==> config.mk <==
export PLATFORM = sky130hd
export DESIGN_NAME = mea_ram
export DESIGN_NICKNAME = d
export VERILOG_FILES = /design/src/rtl/mea_ram.sv
export SDC_FILE = /design/constraint.sdc
export NUM_CORES = 1
export LEC_CHECK = 0
export BUFFER_PORTS_ARGS = -buffer_cell sky130_fd_sc_hd__buf_4
export CAP_MARGIN = 20
export CORE_MARGIN = 2
export CORE_UTILIZATION = 42
export DETAILED_ROUTE_END_ITERATION = 16
export PLACE_DENSITY = 0.62
export SLEW_MARGIN = 40
export SYNTH_ARGS = -nofsm -noshare
export SYNTH_HDL_FRONTEND = slang
export SYNTH_SLANG_ARGS = --single-unit
==> constraint.sdc <==
create_clock -name clk -period 3.02 [get_ports clk]
set_input_delay 0.302 -clock clk [delete_from_list [all_inputs] [get_ports clk]]
set_output_delay 0.302 -clock clk [all_outputs]
set_load 0.005 [all_outputs]
==> src/rtl/mea_ram.sv <==
module mea_ram #(
	parameter int unsigned WIDTH = 8,
	parameter int unsigned DEPTH = 16
) (
	input  logic                     clk,
	input  logic                     we,
	input  logic [$clog2(DEPTH)-1:0] waddr,
	input  logic [WIDTH-1:0]         wdata,
	input  logic                     re,
	input  logic [$clog2(DEPTH)-1:0] raddr,
	output logic [WIDTH-1:0]         rdata
);

	logic [WIDTH-1:0] mem [DEPTH];
	logic [WIDTH-1:0] rdata_q;

	always_ff @(posedge clk) begin
		if (we) begin
			mem[waddr] <= wdata;
		end
		if (re) begin
			rdata_q <= mem[raddr];
		end
	end

	assign rdata = rdata_q;

endmodule

; After elaboration in Yosys (flattened, before gate mapping)
; Memories as Yosys holds them, arrays and structs flattened. A register that Yosys moved wholly into a read port is not among the register bits.
; Index checks and enable logic that the tools add are counted.
[word_totals]
regBits = 0
ram_bits = 128
inputBits = 19
out_inout_bits = 8
word_cells = 3
mem_count = 1
[op_classes]
mux = 2
[mem_list]
columns = name, depth, width, read_ports, rd_clocked_by_memory_dff, wr, line
row1 = mem, 16, 8, 1, 1, 1, 14  ; logic [WIDTH-1:0] mem [DEPTH];
[ops]
columns = op, n
row1 = $mux 1, 2

; Logic depth before layout (Yosys ltp)
[depth]
ltp_word = 2
mapped_depth = 5
depth_no_buf = 3

; Worst setup path after synthesis
; Ideal clock, no wire load.
[synth_timing]
kind = input to register
start = input port waddr[2]
end = memory mem[0][0] (enable)
setup_ps = 383
t_arrival_ps = 1412
setup_slack_ps = 1225
path_stages = 2
n_path_buf = 0
path_cell_list = or3b_2 nor3_1
[synth_rtl]
columns = element, line
row1 = from (decl), 7  ; input logic [$clog2(DEPTH)-1:0] waddr,
row2 = to (decl), 14
; Straight into the memory's write port.

==> impl_metrics.csv <==
group,metric,value,unit
outcome,status,"complete, no violations",
sta,setup_viol,0,
grt,globalRouteMet1Util,0.219,
yosys,synthDistinctLibCells,18,
yosys,synthFlopType,"edfxtp_1",
yosys,synthSimpleGateAreaFrac,0.0314,
sta,fmax,0.617,GHz
yosys,syn_nets,248,
floorplan,fp.coreArea,12100,um2
floorplan,die_y,116,um
floorplan,row_count,40,
placement,dp_hpwl,6080,um
pwr,pwr_density_cell,709,nW/um2
route,drtAntennaViolNets,0,
worst_setup_path,end_kind,"flop",
final_layout,regArea,4080,um2
yosys,yosys.area.top_type_share,0.781,
min_path,hold_depth,1,
yosys,ys_seq_elements,136,
clock_network,cts.sinks,136,
min_path,hold_start,"wdata[6]",
worst_setup_path,cp_data_required_time,3.17,ns
min_path,worstHoldPathType,"primary input to flop",
placement,port_buffers,26,
route,dr.first_iter.drc_count,140,
yosys,synth_mux_area_frac,0.148,
grt,antenna_found_initial,0,
yosys,synth-xor-area-share,0,
sta,rsz0062_at_grt,"false",
pwr,pwr-share-clk,0.470,
route,wirelength,9660,um
route,avgRoutedWirePerCell,21.5,um
pwr,comb_power_share,0.044,
run,cap_violations,0,
yosys,synth_commonest_cells,"edfxtp_1 (136), mux4_2 (18), a22oi_1 (16)",
clock_network,post_cts_resized,0,
yosys,yosysMostFrequentCell,"edfxtp_1",
final_layout,drive_gt1_frac,0.323,
pwr,p_seq_frac,0.486,
sta,skew,0.00711,ns
grt,grt_use_total,0.159,
route,vias,2410,
yosys,ys_seq_area_frac,0.781,
route,first_pass_iters,4,
final_layout,syn2layout_area_growth,18.8,%
worst_setup_path,reg2regPathDepth,3,
clock_network,clk_pin_slew,0.06,ns
placement,routabilityCongestion,0.694,
placement,dpl_cell_area,5600,um2
min_path,min_to,"mem[4][6]",
sta,fin_setup_tns,0,ns
clock_network,cts_buffers,17,
floorplan,start_util,0.433,
grt,grt_first_pass_wirelength,14700,um
clock_network,postCtsSetupRepairBufs,0,
yosys,async_flop_share,0,
worst_setup_path,rrSetupSlack,1.56,ns
sta,post-route-period-util,0.536,
clock_network,clockBufferDepth,2,
sta,slew_viol_final,0,
pwr,switchingPower,887,uW
grt,grt_max_degree,33,
sta,hold_viol,0,
yosys,synth-edff-count,136,
pwr,ir_drop,0.461,mV
yosys,synth_top_area_cell,"edfxtp_1",
yosys,synth_area,5230,um2
final_layout,diodes,0,
floorplan,die_w,116,um
yosys,synth_compound_area_frac,0.0230,
pwr,power.internal,3.52,mW
final_layout,finish.instance_area,6210,um2
yosys,synth_top_family_by_area,"multiplexers",
pwr,p_sw_frac,0.201,
worst_setup_path,start_kind,"primary input",
route,route.detailed.drc,0,
worst_setup_path,crit_type,"primary input to flop",
clock_network,clkLatencyLatePin,0.41,ns
clock_network,clock-root-buffer,"clkbuf_16",
yosys,yosys_warnings,0,
worst_setup_path,arrival,1.77,ns
yosys,synth.area.top_cells,"edfxtp_1 (78%), mux4_2 (7.8%), mux4_1 (7.0%)",
floorplan,ioPinCount,27,
yosys,syn_inst,229,
final_layout,fin_nets,288,
floorplan,dieArea,13400,um2
pwr,p_leak,2.04,nW
final_layout,num-fill-cells,960,
worst_setup_path,path_max_fanout,32,
grt,grt_use_met3,0.0371,
clock_network,ctsHoldBuffers,0,
grt,grt-busiest-layer,"met2",
final_layout,multi_input_area,1080,um2
grt,grt_overflow,0,
clock_network,htree_levels,4,
sta,period_minus_slack,1.62,ns
grt,use_met2,0.244,
yosys,avgSynthCellArea,22.8,um2
route,via_per_inst,5.36,
sta,tightest_slew,0.777,ns
worst_setup_path,worstReg2RegEnd,"rdata[6]",
clock_network,cts_tree,"yes",
yosys,yosys.area_share.adder,0,
sta,max_slew_margin,0.480,
worst_setup_path,r2r-start,"mem[15][6]",
grt,grt_pass1_vias,2441,
[worst max-delay path: stages]
cell     delay (ns)
buf_4          0.48
mux4_1         0.63
a22oi_1        0.26
nand2_1        0.08
[flip-flops by register name, indices dropped and copies added, names as in the netlist]
name	flops
mem	128
rdata	8
[cell families after synthesis]
kind of cell           after synthesis
AO/OA/AOI/OAI                       16
multiplexers                        32
flip-flops                         136
buffers and inverters               10
AND/OR/NAND/NOR                     35
[metal layers]
metal	routed length [um]	vias up
li1	-	1063
met1	4210	1256
met2	4720	78
met3	543	13
met4	178	0
met5	0	-
[placed cells by master (no fill, tap or decap), drive strengths merged]
cell / instances
nand2b: 2
a22oi: 16
nand3: 1
buf: 31
edfxtp: 136
nor2: 13
and2: 1
and2b: 1
clkbuf: 18
clkinvlp: 3
bufinv: 3
nor2b: 1
mux4: 32
nand2: 9
inv: 4
clkinv: 4
or3b: 1
nor3: 4
nand3b: 2
[through the flow]
step / hold WS, ns / std cells / total power, mW / utilization / worst slack, ns
2_1_floorplan: 0.401 / 229 / 2.28 / - / 1.23
3_3_place_gp: 0.610 / 418 / 2.37 / 0.463 / 0.927
3_5_place_dp: 0.622 / 418 / 2.38 / 0.464 / 0.916
4_1_cts: 0.188 / 450 / 4.44 / 0.514 / 1.36
5_1_grt: 0.196 / 450 / 4.53 / 0.515 / 1.25
6_report: 0.197 / 450 / 4.40 / 0.515 / 1.40
[layout make-up]
class / count / share of cell area
flip-flops and latches: 136 / 0.658
clock inverters: 14 / 0.0276
repair buffers: 31 / 0.0375
multi-input cells: 83 / 0.174
clock buffers: 18 / 0.0691
well taps: 168 / 0.0339
[power groups by stage]
stage / sequential (mW) / clock, mW / combinational, mW
floorplan: 2.17 / 0 / 0.107
global placement: 2.18 / 0 / 0.191
detailed placement: 2.18 / 0 / 0.196
CTS: 2.14 / 2.10 / 0.196
global route: 2.14 / 2.18 / 0.211
finish: 2.14 / 2.07 / 0.192
[how the worst max path moves through the flow]
stage	start	endpoint	slack [ns]	cells after the start
3_5_place_dp	raddr[0]	rdata[4]	0.92	4
5_1_grt	raddr[0]	rdata[4]	1.25	4
6_report	raddr[0]	rdata[4]	1.40	4
2_1_floorplan	waddr[2]	mem[0][0]	1.23	2
3_3_place_gp	raddr[0]	rdata[2]	0.93	4
4_1_cts	raddr[0]	rdata[4]	1.36	4
No activity file was read; power rests on OpenSTA's default activity.
