## config.mk

```make
export PLATFORM = sky130hd
export DESIGN_NAME = mea_bucket_logic
export DESIGN_NICKNAME = d
export VERILOG_FILES = /design/src/rtl/mea_pkg.sv /design/src/rtl/mea_bucket_logic.sv
export SDC_FILE = /design/constraint.sdc
export NUM_CORES = 1
export LEC_CHECK = 0
export BUFFER_PORTS_ARGS = -buffer_cell sky130_fd_sc_hd__clkbuf_2
export CORE_ASPECT_RATIO = 0.75
export CORE_MARGIN = 2
export CORE_UTILIZATION = 45
export DETAILED_ROUTE_END_ITERATION = 16
export PLACE_DENSITY = 0.82
export SLEW_MARGIN = 0
export SYNTH_ARGS = -nofsm -noshare
export SYNTH_HDL_FRONTEND = slang
export SYNTH_SLANG_ARGS = --single-unit
```

## constraint.sdc

```tcl
create_clock -name vclk -period 5.6
set_input_delay 1.12 -clock vclk [all_inputs]
set_output_delay 1.12 -clock vclk [all_outputs]
set_load 0.01 [all_outputs]
```

## src/rtl/mea_pkg.sv

```systemverilog
package mea_pkg;

	localparam int unsigned VTX_W = 12;
	localparam int unsigned PART_W = 16;
	localparam int unsigned STATUS_W = 2;

	typedef enum logic [STATUS_W-1:0] {
		ST_PENDING = 2'd0,
		ST_MATCHED = 2'd1,
		ST_FULL    = 2'd2
	} edge_status_t;

	typedef enum logic [1:0] {
		FSM_CLEAR,
		FSM_IDLE,
		FSM_UPDATE
	} fsm_state_t;

	typedef struct packed {
		logic hit;
		logic stored;
	} bucket_flags_t;

endpackage

```

## src/rtl/mea_bucket_logic.sv

```systemverilog
module mea_bucket_logic import mea_pkg::*; #(
	parameter int unsigned BUCKET_DEPTH = 4,
	parameter int unsigned POLY_ID_BITS = 16,
	parameter int unsigned FILL_W = $clog2(BUCKET_DEPTH + 1),
	parameter int unsigned ENTRY_W = VTX_W + POLY_ID_BITS
) (
	input  logic [BUCKET_DEPTH*ENTRY_W-1:0] row,
	input  logic [FILL_W-1:0]               fill,
	input  logic [VTX_W-1:0]                high_vtx,
	input  logic [POLY_ID_BITS-1:0]         poly,
	output logic [BUCKET_DEPTH*ENTRY_W-1:0] new_row,
	output logic [FILL_W-1:0]               new_fill,
	output logic [POLY_ID_BITS-1:0]         partner,
	output bucket_flags_t                   flags
);

	localparam int unsigned IDX_W = $clog2(BUCKET_DEPTH);

	logic [FILL_W-1:0]  fill_c;
	logic [FILL_W-1:0]  last;
	logic [IDX_W-1:0]   hit_idx;
	logic               hit;
	logic [ENTRY_W-1:0] last_entry;
	logic [ENTRY_W-1:0] hit_entry;

	always_comb begin
		fill_c = (fill > FILL_W'(BUCKET_DEPTH)) ? FILL_W'(BUCKET_DEPTH) : fill;
		last = fill_c - FILL_W'(1);
		hit = 1'b0;
		hit_idx = '0;
		last_entry = '0;
		hit_entry = '0;
		// scan from the top so the first match in bucket order wins
		for (int e = BUCKET_DEPTH - 1; e >= 0; e--) begin
			if ((FILL_W'(e) < fill_c) && (row[e*ENTRY_W +: VTX_W] == high_vtx)) begin
				hit = 1'b1;
				hit_idx = IDX_W'(e);
				hit_entry = row[e*ENTRY_W +: ENTRY_W];
			end
		end
		for (int e = 0; e < BUCKET_DEPTH; e++) begin
			if (FILL_W'(e) == last) begin
				last_entry = row[e*ENTRY_W +: ENTRY_W];
			end
		end
	end

	always_comb begin
		new_row = row;
		new_fill = fill_c;
		flags.hit = hit;
		flags.stored = 1'b0;
		partner = hit_entry[ENTRY_W-1:VTX_W];
		if (hit) begin
			new_fill = last;
			for (int e = 0; e < BUCKET_DEPTH; e++) begin
				if (IDX_W'(e) == hit_idx) begin
					new_row[e*ENTRY_W +: ENTRY_W] = last_entry;
				end
			end
		end else if (fill_c < FILL_W'(BUCKET_DEPTH)) begin
			flags.stored = 1'b1;
			new_fill = fill_c + FILL_W'(1);
			for (int e = 0; e < BUCKET_DEPTH; e++) begin
				if (FILL_W'(e) == fill_c) begin
					new_row[e*ENTRY_W +: ENTRY_W] = {poly, high_vtx};
				end
			end
		end
	end

endmodule

```

* After elaboration in Yosys (flattened, before gate mapping)
Index checks and enable logic that the tools add are counted.
Storage, ports and cells: bits in registers 0, bits in latches 0, RAM bits 0, bits in read-only memories 0, word-level logic and storage cells 59, memories 0
Cells by class: $add $sub $neg 2, $mul 0, div/mod/pow operators 0, $lt $le $gt $ge 6, equality and inequality tests 13, shift-type cells 0, multiplexer cells 31, bitwise operators 0, reductions and logical operators 7
Operators with widths (number):
- 28-bit two-way mux | 16
- 112-bit two-way mux | 2
- 12-bit equality test | 4
- 2-bit by 3-bit equality test with 1-bit output, first input constant | 4
- 3-bit two-way mux | 3
- 2-bit two-way mux | 4
- 1-bit by 3-bit equality test with 1-bit output, first input constant | 2
- 3-bit logical NOT | 2
- 1-bit by 3-bit less-than comparator with 1-bit output, first input constant | 2
- 2-bit by 3-bit less-than comparator with 1-bit output, first input constant | 2
- 1-bit two-way mux | 6
- 2-bit equality test, first input constant | 2
- 1-bit logical AND | 4
- 3-bit by 1-bit adder with 3-bit output, second input constant | 1
- 3-bit > comparator, second input constant | 1
- 3-bit less-than comparator, second input constant | 1
- 3-bit by 1-bit subtractor with 3-bit output, second input constant | 1
- 1-bit by 2-bit equality test with 1-bit output, first input constant | 1
- 2-bit logical NOT | 1

* Logic depth before layout (Yosys ltp)
word-level depth 11, gate-level depth with buffers 15, mapped depth without buffers 10

* Least setup slack after synthesis
OpenSTA, ideal clock, no wires.
path kind input to output, from input port fill[2], to output port new_row[70], data arrival time 3.771 ns, required time 4.480 ns, setup slack 0.709 ns, stages on the path 14, buffers on the path 5, cells stage by stage clkbuf_1 buf_1 inv_2 nand2_1 inv_1 ha_1 clkbuf_1 nor2b_1 clkbuf_1 clkbuf_1 a221o_1 a22oi_1 nor2_1 a221o_1
Between the ends: word-level cells in the longest chain between the ends 11, elaborated cells between the ends (all ways) 34
RTL lines:
- from (decl) | RTL line mea_bucket_logic.sv:8 | input logic [FILL_W-1:0] fill,
- 3-bit > comparator | RTL line mea_bucket_logic.sv:27 | fill_c = (fill > FILL_W'(BUCKET_DEPTH)) ? FILL_W'(BUCKET_DEPTH) : fill;
- 3-bit two-way mux (*) | RTL line mea_bucket_logic.sv:27
- 2-bit by 3-bit less-than comparator with 1-bit output | RTL line mea_bucket_logic.sv:35 | if ((FILL_W'(e) < fill_c) && (row[e*ENTRY_W +: VTX_W] == high_vtx)) begin
- 1-bit logical AND | RTL line mea_bucket_logic.sv:35
- 2-bit two-way mux (4 in series) | RTL line mea_bucket_logic.sv:35
- 2-bit equality test | RTL line mea_bucket_logic.sv:57 | if (IDX_W'(e) == hit_idx) begin
- 28-bit two-way mux | RTL line mea_bucket_logic.sv:57
- 112-bit two-way mux (*) | RTL line mea_bucket_logic.sv:54 | if (hit) begin
- to (decl) | RTL line mea_bucket_logic.sv:11 | output logic [BUCKET_DEPTH*ENTRY_W-1:0] new_row,
Mark *: on every way between the ends. The rest lies on a longest branch, timed or not.

* Final worst setup path
from input port high_vtx[8], to output port new_row[61]
Between the ends: word-level cells in the longest chain between the ends 9, elaborated cells between the ends (all ways) 19
RTL lines:
- from (decl) | RTL line mea_bucket_logic.sv:9 | input logic [VTX_W-1:0] high_vtx,
- 12-bit equality test | RTL line mea_bucket_logic.sv:35
- 1-bit logical AND | RTL line mea_bucket_logic.sv:35
- 2-bit two-way mux (4 in series) | RTL line mea_bucket_logic.sv:35
- 2-bit equality test | RTL line mea_bucket_logic.sv:57
- 28-bit two-way mux | RTL line mea_bucket_logic.sv:57
- 112-bit two-way mux (*) | RTL line mea_bucket_logic.sv:54
Marked as above.

==> flow_summary.yaml <==
placed_design:
  dp.cells: 1091
  globalplace.congestion: 1.065
  hpwlAfterDp_um: 18980
  portBuffers: 276
detailed_routing:
  via_per_inst: 6.861
  vias: 7485
  met3WireLength_um: 3960
  wl_per_cell_um: 23.40
  drt-initial-drc-count: 1157
  post-route-drc-count: 0
  dr_wl_met2_um: 10580
  top_layer: "met4"
  firstDrtPassIters: 6
  final_antenna_net_count: 0
  met1_length_um: 10180
  routed_wl_um: 25530
cells_and_area:
  multiInputGateArea_um2: 4273
  seqCellArea_um2: 0
  diodes: 0
  drive_gt1_share_pct: 34.97
  clkbuf_count: 0
  nNetsFinal: 1106
  seq_cells: 0
  final.fill_count: 1056
  areaGrowthSynthToFinish_pct: 26.91
  fin_cells: 1091
synth:
  yosysTopAreaCell: "nand2_1"
  syn-num-nets: 897
  synth_seq_area_share_pct: 0
  synth.most_common_cell: "nand2_1"
  ys_types: 56
  synth_area_leaders: "nand2_1 8.1%, o21ai_0 7.3%, a221o_1 6.0%"
  synth_top_cell_area_share_pct: 8.064
  synth_area_per_cell_um2: 6.472
  syn-cell-area_um2: 4841
  synthCells: 748
  synth.cells.most_frequent: "104 x nand2_1, 71 x o21ai_0, 52 x clkbuf_1"
  yosys_warnings: 0
outcome:
  status: "finished clean"
worst_setup_path:
  arrival_ns: 4.14
  cp_max_fo: 13
  crit_path_max_incr_delay_ns: 0.78
  slowest_stage: "nor4_1"
  path_cells: "clkbuf_2 > xor2_1 > nor4_1 > and4_2 > nor2_1 > nand2_1 > o221ai_1 > clkbuf_2"
  path_common_cell: "clkbuf_2"
  critPathCaptureType: "primary output"
  crit_type: "in -> out"
  cp.required_ns: 4.48
  start_kind: "primary input"
timing:
  period_needed_ns: 5.263
  maxSlewViolCount: 0
  fin_tns_setup_ns: 0
  slew_headroom_pct: 29.93
  rsz0062_at_grt: "no"
  setup_violations: 0
  fin_crit_sh_pct: 93.98
  hold_viol: 0
  fmax_ghz: 0.1900
  tightest_slew_ns: 1.047
power_and_ir_drop:
  p_leak_nw: 2.890
  switching_share_pct: 61.01
  intPower_uw: 206.9
  clockPowerShare_pct: 0
  switchingPower_uw: 323.8
  p_seq_share_pct: 0
  vdd_ir_drop_max_mv: 0.05164
  pwr-share-comb_pct: 100.0
  p_per_area_nw_per_um2: 86.38
floorplan:
  die_w_um: 123.8
  num_rows: 32
  die-area_um2: 11610
  floorplan.initialDensity_pct: 46.68
  die_h_um: 93.82
  io_pins: 276
  core_um2: 10370
clock_tree:
  post_cts_buffers: 0
  cts_resized: 0
  cts_hold_buf: 0
global_route:
  grt_pass1_vias: 6671
  grt_antenna_before_repair: 0
  grt.total_usage_pct: 41.64
  overflow: 0
  grt_max_degree: 59
  grt_pass1_wl_um: 37930
run:
  maxCapViolCount: 0
hold_path:
  hp-class: "in -> out"
## logic make-up after synthesis
group / after synthesis / synth area share [%]
adders and majority gates: 6 / 1.551
buffers and inverters: 116 / 12.30
AOI/OAI and AO/OA: 324 / 47.48
and+or+nand+nor: 251 / 27.37
muxes: 1 / 0.2326
xor gates and xnor gates: 50 / 11.06
## per-layer routing
| metal | GRT usage (%) | vias to the layer above |
|---|---|---|
| li1 | - | 3272 |
| met1 | 59.51 | 3407 |
| met2 | 60.85 | 698 |
| met3 | 12.68 | 108 |
| met4 | 8.617 | 0 |
| met5 | 0 | - |
## cells in the final DEF (no fill, tap or decap), types with 12 or more instances in the layout
cell type | synthesis | routed
a211o_1 | 13 | 13
a211oi_1 | 12 | 12
a21oi_1 | 48 | 48
a221o_1 | 29 | 29
a221oi_1 | 18 | 18
a22o_1 | 16 | 16
a22oi_1 | 14 | 14
a2bb2oi_1 | 15 | 15
and2_1 | 13 | 13
and4_1 | 14 | 13
buf_4 | 6 | 25
clkbuf_2 | 1 | 276
inv_1 | 18 | 18
nand2_1 | 104 | 104
nand3_1 | 15 | 15
nand4_1 | 17 | 17
nor2_1 | 45 | 45
nor2b_1 | 17 | 16
o211ai_1 | 13 | 13
o21a_1 | 15 | 15
o21ai_0 | 71 | 71
o221ai_1 | 26 | 26
o22ai_1 | 15 | 15
o31ai_1 | 13 | 13
xnor2_1 | 18 | 17
xor2_1 | 25 | 25
## power by group through the flow
stage                     Clock (mW)  Sequential [mW]  Combinational, mW
final                              0                0              0.531
after global routing               0                0              0.563
after CTS                          0                0              0.514
after detailed placement           0                0              0.512
after global placement             0                0              0.511
after floorplan                    0                0              0.291
## worst max-delay path, delay by kind of cell
kind / cells / cell delay, ns
xor+xnor: 1 / 0.21
buf+inv: 2 / 0.38
compound gates: 1 / 0.19
simple gates: 4 / 2.23
## layout make-up
type,instances,share of cell area (%)
Inverter,19,1.161
Multi-Input combinational cell,632,69.55
Tap cell,136,2.770
Timing Repair Buffer,304,26.52
## stage by stage
stage | worst slack (ns) | util [%] | instance area, um2 | power, mW | hold WS (ns)
after floorplan | 0.7085 | - | 4841 | 0.2911 | 2.362
after global placement | 0.5380 | 59.24 | 6143 | 0.5105 | 2.563
after detailed placement | 0.4767 | 59.24 | 6143 | 0.5118 | 2.561
after CTS | 0.4743 | 59.24 | 6143 | 0.5138 | 2.562
after global routing | 0.2170 | 59.24 | 6143 | 0.5634 | 2.585
final | 0.3372 | 59.24 | 6143 | 0.5307 | 2.563
## worst paths after layout
kind	start	end	slack, ns	cells past startpoint
setup / recovery	high_vtx[8]	new_row[61]	0.34	8
hold / removal	row[18]	new_row[18]	2.56	4
Note: power is estimated with default switching activity, not from simulation.
